## src/hw/rtl/wts_div.sv

```systemverilog
// Restoring divider, one quotient bit per cycle.
// Depends on nothing but its parameters.
`default_nettype none
module wts_div #(
  parameter int unsigned NW = 42,
  parameter int unsigned DW = 26
) (
  input  wire logic          clk_i,
  input  wire logic          rst_ni,
  input  wire logic          start_i,
  input  wire logic [NW-1:0] dividend_i,
  input  wire logic [DW-1:0] divisor_i,
  output logic               done_o,
  output logic [NW-1:0]      quot_o
);
  localparam int unsigned CntW = $clog2(NW + 1);

  logic [CntW-1:0] cnt_q;
  logic            busy_q, done_q;
  logic [NW-1:0]   quo_q;
  logic [DW-1:0]   den_q;
  logic [DW:0]     rem_q;
  logic [DW:0]     trial;
  logic [DW+1:0]   shifted;

  always_comb begin
    shifted = {rem_q, quo_q[NW-1]};
    trial   = shifted[DW:0] - {1'b0, den_q};
  end

  always_ff @(posedge clk_i or negedge rst_ni) begin
    if (!rst_ni) begin
      busy_q <= 1'b0;
      done_q <= 1'b0;
      cnt_q  <= '0;
    end else begin
      done_q <= 1'b0;
      if (start_i) begin
        busy_q <= 1'b1;
        cnt_q  <= CntW'(NW);
      end else if (busy_q) begin
        cnt_q <= cnt_q - 1'b1;
        if (cnt_q == CntW'(1)) begin
          busy_q <= 1'b0;
          done_q <= 1'b1;
        end
      end
    end
  end

  always_ff @(posedge clk_i) begin
    if (start_i) begin
      quo_q <= dividend_i;
      den_q <= divisor_i;
      rem_q <= '0;
    end else if (busy_q) begin
      if (shifted >= {1'b0, den_q}) begin
        rem_q <= trial;
        quo_q <= {quo_q[NW-2:0], 1'b1};
      end else begin
        rem_q <= shifted[DW:0];
        quo_q <= {quo_q[NW-2:0], 1'b0};
      end
    end
  end

  assign done_o = done_q;
  assign quot_o = quo_q;
endmodule
`default_nettype wire

```

## config.mk

```make
export PLATFORM = sky130hd
export DESIGN_NAME = wts_div
export DESIGN_NICKNAME = d
export VERILOG_FILES = /design/src/hw/rtl/wts_div.sv
export SDC_FILE = /design/constraint.sdc
export NUM_CORES = 1
export LEC_CHECK = 0
export BUFFER_PORTS_ARGS = -buffer_cell sky130_fd_sc_hd__buf_2
export CORE_ASPECT_RATIO = 2
export CORE_MARGIN = 1
export CORE_UTILIZATION = 60
export CTS_CLUSTER_SIZE = 20
export DETAILED_ROUTE_END_ITERATION = 8
export PLACE_DENSITY = 0.94
export SLEW_MARGIN = 20
export SYNTH_ARGS = -nofsm -noshare
export SYNTH_HDL_FRONTEND = slang
export SYNTH_SLANG_ARGS = --single-unit
```

## constraint.sdc

```tcl
create_clock -name clk_i -period 7.43 [get_ports clk_i]
set_input_delay 0.3715 -clock clk_i [delete_from_list [all_inputs] [get_ports clk_i]]
set_output_delay 0.3715 -clock clk_i [all_outputs]
set_load 0.005 [all_outputs]
```

Word-level counts from Yosys, hierarchy flattened
Cells that the tools add are included.

storage, ports and cells
  flip-flop bits (word level) = 103
  input bits = 71

operators by class
  add/subtract/negate cells = 2
  order comparisons = 1
  equal/unequal tests = 1
  mux-type cells = 12
  reductions and logical operators = 1

operators with widths
  kind                                                 count
  two-way mux 42 bit                                   2
  greater-or-equal comparator 28 x 26 -> 1 bit         1
  two-way mux 27 bit                                   1
  subtractor 27 x 26 -> 27 bit                         1
  two-way mux 6 bit                                    2
  two-way mux 1 bit                                    7
  equality test 6 x 1 -> 1 bit, second input constant  1
  subtractor 6 x 1 -> 6 bit, second input constant     1
  nonzero test 2 bit                                   1

Depth between registers and ports, before layout
Gate-level depths: netlist (run 1).

  word-level depth = 4
  mapped depth = 12
  mapped depth without buffers = 11

Worst setup path after synthesis (run 1)
Ideal clock, no wire load.

  kind = register -> register
  start = reg quo_q[41], in the netlist quot_o[41]
  end = reg rem_q[26]
  arrival = 2.487 ns
  required time = 7.339 ns
  slack = 4.852 ns
  cell stages (with the launch flop) = 12
  path buffers = 0
  clock period less this slack = 2.578 ns
  cells stage by stage = edfxtp_1 > inv_1 > ha_1 > fa_1 > nand2b_1 > a211oi_2 > o21ai_2 > a31oi_1 > a31oi_1 > o41ai_2 > nand2_1 > a311oi_1

between the ends
  longest elaborated chain between the ends = 2
  elaborated cells on any way between the ends = 3

ends and longest elaborated chain
  what                                                                                                 line    source
  start, declared                                                                                      20      logic [NW-1:0] quo_q;
  start signal, assigned                                                                               53      quo_q <= dividend_i;
  start signal, assigned                                                                               59      quo_q <= {quo_q[NW-2:0], 1'b1};
  start signal, assigned                                                                               62      quo_q <= {quo_q[NW-2:0], 1'b0};
  subtractor 27 x 26 -> 27 bit / greater-or-equal comparator 28 x 26 -> 1 bit (equally long branches)  28, 57
  two-way mux 27 bit (*)                                                                               57      if (shifted >= {1'b0, den_q}) begin
  end signal, assigned                                                                                 58      rem_q <= trial;
  end signal, assigned                                                                                 61      rem_q <= shifted[DW:0];
  end, declared                                                                                        22      logic [DW:0] rem_q;

Mark *: on every way between the ends. The rest lies on a longest branch, timed or not.
A chain may end at the register's enable or synchronous reset.

Final worst setup path (run 1)
  start = reg quo_q[41], in the netlist quot_o[41]
  end = reg rem_q[25]

Same word-level chain as after synthesis.

==> results.txt, run 1 <==
- The run finished, with violations left.
- Violated checks: design-rule violations
- Critical path endpoint category: register
- Vias per cell: 6.12
- Synthesized net count: 627
- The detailed router placed around 4500 vias in this run.
* DR DRC count: 2
- Setup total negative slack on the finished layout was measured at 0 ns.
- Ranking of synthesized cells by area: edfxtp_1 36%, dfxtp_1 9.5%, mux2_2 8.1%
- Syn-to-layout area delta: 16.5%
* Netlist area before placement: around 5700 um2
* Relative slew slack: around half
- Maximum number of pins on one net before global-route repair: 66
* Fin nets: ~730
- Summed over all instances, the cell type with the most area after synthesis is edfxtp_1.
- Buffers from clock root to sink, at most: 2
* Via count of the first global-routing pass: 4586
* R2R cell count: 12
- Total number of cells along the worst setup path: 12
- In the synthesized netlist, the cells that appear most often are 68 x edfxtp_1, 61 x nor2_1, 41 x mux2_2.
- At the worst endpoint, the required time is 7.66 ns.
- IR drop worst, VDD: 0.195 mV
- Cell count after synthesis: roughly 530
- Detailed placement ended at an HPWL of roughly 9100 um.
- Largest clock skew in the final design: roughly 0.0065 ns
- For this run, the number of Yosys warnings is 0.
- Counting the fill cells in the layout gives 614.
* Final hold violation count: 0
* Die extent in y: between 100 and 150 um
- The share of total power dissipated in the clock network is 22.1%.
- Sequential elements use 49.1% of the synthesized area.
* Achievable Freq: ~330 MHz
- Cell with the largest stage delay on the worst path: fa_1
- Total detailed-routing wirelength: around 13000 um
* Buffers inserted during post-CTS setup optimization: 0
- Across the run, the number of max-cap violations was 0.
- Portion of total power attributed to sequential cells: between 30% and 40%
- The largest single stage delay on the critical path is ~0.4 ns.
- Number of clock buffers inserted by TritonCTS: 9
- At the end of the flow the core is filled with cells to 72.8%.
* TritonCTS clock tree: built
- Counting flops with an async set or reset pin after synthesis yields a share of slightly below 8%.
- Gates resized during post-CTS repair numbered 0.
* Period minus WS final: 3.05 ns
* Antenna cells: 0
- Sink Count: approximately 100
* Hold Path Cell Cnt: 1
- Share of the cycle needed by the critical path after routing: between 40% and 50%
- Routability-driven placement finished with a final weighted congestion of between 0.9 and 1.
- The number of slew-limit violations in the final report is 0.
- CP bufs+invs: 2
- By instance count, the leading cell after synthesis is edfxtp_1.
- Root Buffer Master: clkbuf_16
- Horizontal extent of the die: around 71 um
- Most common flop cell mapped by yosys: edfxtp_1
* Initial antenna violation count: 0
- Total core area: between 9000 and 10000 um2
* All-layer global routing usage: a little over a quarter
- Leakage power total: just under 3 nW
* Fraction of power consumed by combinational cells: slightly above 40%
- The worst setup path is launched from a register.
* Number of flops mapped to enable cells by yosys: slightly below 70
* Largest delay contributor family on the critical path: compound AO/OA/AOI/OAI gates
- The count of nets left with antenna violations once routing finished came out at 0.
* Port buffer count: between 100 and 150
- Wire length of the first global-routing pass: around 21000 um
- Number of detailed-route iterations in the first pass: 7
- Effective utilization at floorplan: 62.5%
- about 110 I/O pins were placed.
- Power spread over the standard cell area amounts to approximately 330 nW/um2.
* Net switching power: 0.000778 W
- In the final layout, the share of cells above drive strength 1 is 28.3%.
- The tightest min-delay check is of the primary input to register type.
- Post-synth cell types: between 50 and 60
* Skew-Pair Late Insertion Delay: 0.35 ns
- Clock transition at the register clock pins on the worst setup and hold paths after CTS: ~0.07 ns
* Switching part of the total: between 30% and 40%
- Flip-flop and latch count after synthesis: 103
* Cell Chain, Critical Path: inv_1, ha_1, fa_1, nand2b_1, a211oi_2, o41ai_2, nand3_1, a21oi_4, buf_16, a21oi_1, nor2_1, a311o_1
- Cell internal power was estimated by the tool at 0.00137 W.
* Critical setup path kind: register to register
- Post-Synthesis Mean Instance Area: between 10 and 15 um2
- Unrepaired setup endpoints after global routing: no
- The total overflow left after global routing is 0.
- For the pin with the worst max-slew slack, the measured transition is about 0.76 ns.
- The floorplan step defined a die boundary enclosing slightly below 10000 um2.
- Critical-path maximum fanout: 27
- Setup violations remaining at the end of the flow were counted as 0.
- Crit path DAT: approximately 3.3 ns
- Number of rows in the core area: a little under 50
- In this run the number of H-tree levels came out at 3.
* Tightest hold margin: approximately 0.2 ns
* Slack of the worst reg-to-reg path: between 4 and 5 ns
- Violation count after the first detailed-route iteration: 300
- The share of synthesized area in the top cell type comes to between 30% and 40%.
- DR WL/cell: 17.4 um
==> flip-flops by register name (all words and copies together), names as in the netlist <==
signal	count
den_q	26
quot_o	42
busy_q	1
done_o	1
cnt_q	6
rem_q	27
==> cell usage in the layout, fill, tap and decap left out, drive strengths merged, types with 9 or more instances in the layout <==
| cell type | synthesis | routed |
|---|---|---|
| a211oi | 29 | 29 |
| a21o | 15 | 15 |
| a21oi | 39 | 39 |
| buf | 11 | 117 |
| clkbuf | 14 | 10 |
| dfxtp | 27 | 27 |
| edfxtp | 68 | 68 |
| ha | 28 | 28 |
| inv | 38 | 39 |
| mux2 | 41 | 41 |
| mux2i | 9 | 9 |
| nand2 | 25 | 25 |
| nor2 | 61 | 61 |
| o21ai | 13 | 13 |
| xnor2 | 20 | 20 |
==> path summary, 6_finish.rpt <==
kind,start,to
max in group asynchronous,rst_ni,cnt_q[2]
worst min register to register,rem_q[5],rem_q[5]
worst max-delay path,quot_o[41],rem_q[25]
min in group asynchronous,rst_ni,cnt_q[5]
worst min-delay path,divisor_i[15],den_q[15]
worst max register to register,quot_o[41],rem_q[25]
==> per-layer routing <==
metal | track usage, % | wire [um] | vias to the layer above
met5 | 0 | 0 | -
met4 | 11.2 | 344 | 0
met1 | 29.5 | 4710 | 2148
met2 | 50.2 | 7080 | 188
li1 | - | - | 2137
met3 | 5.72 | 741 | 41
==> cell families after synthesis <==
| logic type | after synthesis | synth area share, % |
|---|---|---|
| adders and majority gates | 29 | 6.53 |
| AOI/OAI and AO/OA | 133 | 16.3 |
| buffers and inverters | 63 | 4.59 |
| muxes | 50 | 9.73 |
| DFF | 103 | 49.1 |
| and+or+nand+nor | 124 | 9.89 |
| xor gates and xnor gates | 25 | 3.86 |
==> metrics by stage <==
stage	cell area, um2	setup WS [ns]	total power, W	std cells
after CTS	6580	4.15	0.00211	737
after detailed placement	6270	4.17	0.00163	720
after global routing	6610	4.17	0.00227	738
after global placement	6270	4.37	0.00158	720
final	6610	4.38	0.00215	738
after floorplan	5670	4.85	0.00145	527
==> timing repair <==
action	4_1_cts	5_1_grt
hold endpoints to repair	8	0
hold buffers	1	0
setup endpoints to repair	0	0
==> cell type report <==
type,count,area [um2],share of cell area (%)
clock buffer,10,229,3.47
inverter,38,143,2.16
timing repair buffer,118,628,9.51
sequential,103,2780,42.1
tap,102,128,1.93
clock inverter,6,70.1,1.06
multi-input combinational,361,2630,39.8
==> power by group through the flow <==
stage          registers, W  logic, W  clock network, W
2_1_floorplan      0.000780  0.000671                 0
3_3_place_gp       0.000790  0.000793                 0
3_5_place_dp       0.000796  0.000833                 0
4_1_cts            0.000786  0.000842          0.000478
5_1_grt            0.000799  0.000975          0.000495
6_report           0.000788  0.000887          0.000475
No activity file was read; power rests on OpenSTA's default activity.
==> inputs of run 2 (changes only) <==
ABC_AREA = 1   (was default)
CORE_UTILIZATION = 57   (was 60)
PLACE_DENSITY = 0.89   (was 0.94)
clock period = 2.91 ns   (was 7.43 ns; I/O delays follow)
==> run 2 against run 1 <==
Compared with the run above: the flow now finishes without violations; critical path depth rose by 2; sequential share of layout area fell by 5.6 points; fmax rose by 25%; combinational power rose to 3.2 times the previous value; die area rose by 18%; clock power rose to 2.5 times the previous value; via count rose by 32%; largest cell class is now multi-input combinational cells.
==> results.txt, run 2 <==
- Wire length of the first global-routing pass: about 27000 um
* Worst EP required: around 3.1 ns
- Port buffer count: 113
- Entering global routing, the biggest net connects 46 pins.
* Total core area: roughly 11000 um2
- Most frequent cells in the layout: 357 x nand2_1, 145 x inv_1, 113 x buf_2
* IR drop worst, VDD: 0.486 mV
- Antenna cells: 0
* Synthesized net count: 971
* Finished Core Util: between 70% and 80%
* Number of clock buffers inserted by TritonCTS: 9
- Critical path endpoint category: register
* Largest clock skew in the final design: between 0.007 and 0.008 ns
- Crit path DAT: between 2 and 3 ns
* Most frequently used cell type in the post-synthesis netlist: nand2_1
- At the later pin of the worst-skew pair, clock insertion delay measures between 0.3 and 0.4 ns.
* Most common flop cell mapped by yosys: edfxtp_1
* Area of combinational cells with multiple inputs: a little under 3000 um2
- Setup repair after global routing left no endpoint under its margin.
- The count of nets left with antenna violations once routing finished came out at 0.
- In the final layout, flip-flops and latches occupy 2780 um2.
* Top-area cell type share of the netlist area: 31.9%
* Fin nets: roughly 1100
- Dividing the detail-routed wire length by the instance count gives about 14 um.
- Cell types with the highest counts after synthesis: 357 x nand2_1, 146 x inv_1, 72 x nand3_1
- Placer's final routability congestion estimate: 1.08
- The global routing stage identified its most utilized layer as met2.
- The detailed router placed roughly 6000 vias in this run.
- The final number of hold-violating endpoints is 0.
* Total die area: approximately 12000 um2
* Final setup fails: 0
- In this run the worst path has a maximum fanout of 17.
- Achievable Freq: ~400 MHz
- GR met3 Demand/Resource: approximately 4.7%
* Die extent in y: 152 um
- Clock transition at the register clock pins on the worst setup and hold paths after CTS: roughly 0.070 ns
- Global routing used 60.0% of the available met2 tracks.
- No sink is reached through more buffers than the 2 on the longest clock path.
- The total overflow left after global routing is 0.
* Largest register FFs: 42
- Sum of negative setup slack: 0 ns
- Vias per cell: roughly 5.2
- Number of max-slew violations in the final report: 0
- The critical path in this run is classified as register to register.
- The min-delay analysis places its worst path in the category primary input to register.
* Cts repair resizes: 0
- Summed over all cells, the static leakage comes to between 4 and 5 nW.
- Headroom to the max-slew limit came out at between 60 and 70%.
- In the final layout, the share of cells above drive strength 1 is roughly 16%.
- The first TritonRoute pass finished after 5 iterations.
- Root Buffer Master: clkbuf_16
- Summing every instance area after synthesis gives 6390 um2.
- Counting distinct cell types in the post-synthesis netlist gives 33.
- The worst setup path is launched from a register.
* Flip-flop and latch count after synthesis: about 100
- DR DRC count: 0
- Cell area power density: slightly below 800 nW/um2
- Status: completed
- Period minus WS final: between 2 and 2.5 ns
- TritonCTS built the clock tree.
- The Yosys step of the flow raised 0 warnings.
* Filler cell count: around 890
- Summing the sequential cell areas from Yosys gives a little over two fifths of the chip area.
- Cell count after synthesis: between 800 and 900
- In the global route stage, overall resource usage came out at 30.5%.
- Counting flops with a built-in enable in the synthesized netlist gives 68.
- Maximum level of the CTS H-tree: 3
- Row generation in the floorplan step produced 54 rows.
- The area growth from synthesis to layout is 19.2%.
* Violation count after the first detailed-route iteration: 282
- Horizontal extent of the die: 76.9 um
- Ports: about 110
* Sink Count: a little over 100
- Dividing the final minimum period by the clock period gives ~84%.
* Via count of the first global-routing pass: approximately 6100
* Initial antenna violation count: 0
- Of all cell types, the one taking the most synthesized area is edfxtp_1.
- At the pin with the least slew margin, the transition time is 0.558 ns.
- Max-Cap Viols: 0
- Of all flip-flops after synthesis, the portion carrying an async set or reset was 7.77%.
* Post-Synthesis Mean Instance Area: 7.34 um2
* Most common cell after layout, fill and taps aside: nand2_1
- By area the synthesized netlist is led by edfxtp_1 32%, nand2_1 21%, inv_1 8.6%.
- Total detailed-routing wirelength: between 15000 and 20000 um
- The initial utilization of the core area, before any placement, comes to about three fifths.
* Global routing met1 resource utilization: approximately 28%
* Placed wire-length estimate after detailed placement: between 10000 and 15000 um
## run 2: changes by cell type in the layout (fill, tap and decap cells not counted), sizes merged, moves of 18 or more
cell	delta
nand2	+341
inv	+112
nand3	+73
mux2	-41
a211oi	-29
dlygate4sd3	+26
a21oi	-19
nor2	-18
## run 2: logic make-up after synthesis
group / share of synthesized area [%]
flip-flops: 43.5
adder cells (fa/ha/maj): 5.79
AO/OA/AOI/OAI: 3.39
AND/OR/NAND/NOR: 34.7
buffers and inverters: 10.8
XOR/XNOR: 1.78
## run 2: per-stage QoR
step / setup slack, ns / hold slack, ns / area, um2 / std cells / power (W)
6_report: 0.465 / 0.0578 / 7620 / 1154 / 0.00597
5_1_grt: 0.238 / 0.0603 / 7620 / 1154 / 0.00642
3_5_place_dp: 0.491 / 0.00201 / 7060 / 1111 / 0.00473
2_1_floorplan: 0.504 / -0.150 / 6390 / 871 / 0.00408
4_1_cts: 0.470 / 0.0524 / 7620 / 1154 / 0.00596
3_3_place_gp: 0.587 / -0.00375 / 7060 / 1111 / 0.00467
## run 2: power by group
| part | internal, W | switching (W) |
|---|---|---|
| sequential | 0.00182 | 0.000150 |
| clock | 0.000599 | 0.000594 |
| combinational | 0.00102 | 0.00178 |
## run 2: final cells by class
class	count	area share [%]
multi-input cells	598	38.3
inverters	149	7.34
flip-flops and latches	103	36.5
clock inverters	7	0.870
clock buffers	9	2.96
repair buffers	148	11.8
well taps	140	2.30
## run 2: layer usage
| metal | share of wire (%) | wire (um) |
|---|---|---|
| met1 | 33 | 5550 |
| met4 | 6.1 | 1010 |
| met2 | 57 | 9550 |
| met3 | 3.4 | 569 |
| met5 | 0 | 0 |
## run 2: path summary, 6_finish.rpt
check	end	from	slack, ns	cells after the start
max in group asynchronous	cnt_q[1]	rst_ni	2.58	2
worst max register to register	rem_q[3]	quot_o[41]	0.47	14
worst min-delay path	quot_o[29]	dividend_i[29]	0.06	3
worst max-delay path	rem_q[3]	quot_o[41]	0.47	14
worst min register to register	rem_q[26]	rem_q[26]	0.46	2
min in group asynchronous	cnt_q[5]	rst_ni	0.16	2
## run 2: timing repair
action                                 4_1_cts  5_1_grt
hold buffers                                27        0
buffers inserted                             0        0
endpoints found under the hold margin       34        0
## run 2: critical path: stages (launching register included)
cell and delay, ns:
edfxtp_1 0.35, inv_1 0.06, ha_1 0.22, fa_1 0.40
inv_1 0.09, nand3_1 0.07, nand3_1 0.15, nand2_1 0.09
nand3_2 0.10, nand2_2 0.06, nand3_2 0.19, buf_4 0.28
nand2_1 0.07, nand3_1 0.06, o21ai_0 0.10
==> inputs of run 3 (changes only) <==
clock period = 2.35 ns   (was 2.91 ns; I/O delays follow)
==> run 3 against run 2 <==
Compared with the run above: worst setup slack worse by 0.32 ns; sequential share of layout area is 0.69 points lower; clock power is 34% higher; critical path depth is 2 lower; first-iteration DRC count is 9.6% higher; clock-buffer cell count stayed put; combinational power is 35% higher; die area stayed put; via count is 2.9% higher; largest cell class unchanged; largest power group unchanged.
==> results.txt, run 3 (synthesized netlist as in run 2, its figures left out) <==
* Sink Count: approximately 100
- After layout, the minimum clock period comes to around 2.2 ns.
- Placed wire-length estimate after detailed placement: ~13000 um
* Achievable Freq: 453 MHz
- TritonCTS built the clock tree.
- The top cell types in the final layout, fill and taps aside, are 355 x nand2_1, 145 x inv_1, 113 x buf_2.
- Fin area: around 7800 um2
- The floorplan has 54 rows.
* DR WL/cell: ~15 um
- Number of max-slew violations in the final report: 0
- Cell area power density: 1010 nW/um2
- After detailed routing, the number of vias per cell comes to between 5 and 6.
- The die covers 11700 um2.
* GRT Residual Overflow: 0
* Path type of the worst min-delay path: primary input to register
- Slack of the worst reg-to-reg path: about 0.14 ns
* DR DRC count: 0
- Worst-Margin Slew: between 0.8 and 0.9 ns
* Antenna Nets Post-Route: 0
- The register with the most flip-flops in the layout has between 40 and 50 of them.
* Violation count after the first detailed-route iteration: ~310
- Maximum number of pins on one net before global-route repair: 64
- Across the VDD grid, the largest voltage drop is ~0.69 mV.
- The routed layout has between 6000 and 7000 vias.
- Via count of the first global-routing pass: approximately 6000
- The die is ~150 um tall.
- Of all nets on the critical path, the largest fanout is 4.
- The critical path in this run is classified as register to register.
- Buffers from clock root to sink, at most: 2
- Effective utilization at floorplan: about three fifths
- All-layer global routing usage: between 30% and 40%
* Horizontal extent of the die: 76.9 um
- Routability-driven placement finished with a final weighted congestion of approximately 1.0.
* Worst Setup Start Kind: register
- Ports: approximately 110
* Status: completed
- Share of the cycle needed by the critical path after routing: a little over nine tenths
- The pre-antenna-repair detailed-routing pass consisted of 5 iterations.
- Total cell area at the placement stage: just over 7000 um2
* Clock transition at the register clock pins on the worst setup and hold paths after CTS: roughly 0.080 ns
- The worst hold path was traced through 3 stages.
- Final hold violation count: 0
* Maximum level of the CTS H-tree: 3
- Port buffer count: about 110
- Number of clock buffers inserted by TritonCTS: 9
- The routed design has between 15000 and 20000 um of wire.
- Crit path DAT: 2.51 ns
- Setup repair after global routing left no endpoint under its margin.
- Share of cells above drive strength 1: 17.8%
- STA classifies the critical path endpoint as a register.
* R2R cell count: 12
- In the final design database the tool counted 1117 nets.
- After floorplanning, the core was sized to cover roughly 11000 um2.
* Filler cell count: roughly 900
- Relative to the synthesized area, the layout overhead comes to 21.5%.
- Setup violations remaining at the end of the flow were counted as 0.
- The first global-routing pass estimated about 28000 um of wire.
* Root Buffer Master: clkbuf_16
- Leakage power total: between 4 and 5 nW
* Tightest hold margin: 0.0282 ns
* Worst EP required: about 2.7 ns
- Leaving out fill and tap cells, the most frequent cell in the layout is nand2_1.
- On the final layout, the worst clock skew is a little over 0.006 ns.
- Relative slew slack: around two fifths
- The tool flagged a number of max-cap violations equal to 0.
- Antenna cells: 0
* Initial antenna violation count: 0
- Sum of negative setup slack: 0 ns
- The clock reaches the later pin of the worst-skew pair after about 0.35 ns.
[run 3: critical path: stages, from the launching register on]
cell and delay, ns:
edfxtp_1 0.33, inv_1 0.06, ha_1 0.40, nand2_1 0.17, nor2_1 0.22, nand3_1 0.14, nand3_1 0.24, nand2_1 0.23
nand2_1 0.12, nand2_1 0.05, nand3_1 0.07, nand3_1 0.06, nand2_1 0.07
[run 3: per-layer routing]
| layer | vias up | share of wire [%] | global-route usage [%] |
|---|---|---|---|
| met2 | 248 | 55 | 60.6 |
| li1 | 3010 | - | - |
| met5 | - | 0 | 0 |
| met1 | 2786 | 33 | 28.7 |
| met4 | 0 | 7.8 | 25.1 |
| met3 | 92 | 4.7 | 4.79 |
[run 3: layout make-up]
cell class                 count  area (um2)  share of cell area, %
multi-input combinational    598        2950                   38.0
sequential                   103        2780                   35.8
timing repair buffer         156         985                   12.7
inverter                     149         561                   7.22
clock buffer                   9         225                   2.90
tap                          140         175                   2.26
clock inverter                 7        90.1                   1.16
[run 3: stage by stage]
| step | instances | worst slack (ns) | power, W | utilization (%) |
|---|---|---|---|---|
| 3_5_place_dp | 1119 | 0.0484 | 0.00608 | 65.7 |
| 6_report | 1162 | 0.140 | 0.00785 | 71.4 |
| 5_1_grt | 1162 | 0.0204 | 0.00833 | 71.4 |
| 2_1_floorplan | 871 | 0.272 | 0.00506 | - |
| 3_3_place_gp | 1119 | 0.149 | 0.00600 | 65.7 |
| 4_1_cts | 1162 | 0.0144 | 0.00775 | 71.0 |
[run 3: final timing paths]
path | start | to
worst max-delay path | den_q[9] | rem_q[18]
worst min-delay path | dividend_i[21] | quot_o[21]
min in group asynchronous | rst_ni | cnt_q[4]
max in group asynchronous | rst_ni | done_o
worst min register to register | rem_q[26] | rem_q[26]
worst max register to register | den_q[9] | rem_q[18]
[run 3: power breakdown]
| group | switching, W | leakage (nW) | internal (W) |
|---|---|---|---|
| clock | 0.000751 | 0.147 | 0.000852 |
| combinational | 0.00237 | 3.00 | 0.00143 |
| sequential | 0.000193 | 1.03 | 0.00226 |
| total | 0.00331 | 4.18 | 0.00454 |
[run 3: timing repair]
action                     in CTS  in global routing
gates resized for setup         0                  9
setup buffers                   0                  0
hold endpoints to repair       34                  0
hold buffers                   27                  0
setup endpoints to repair       0                 21
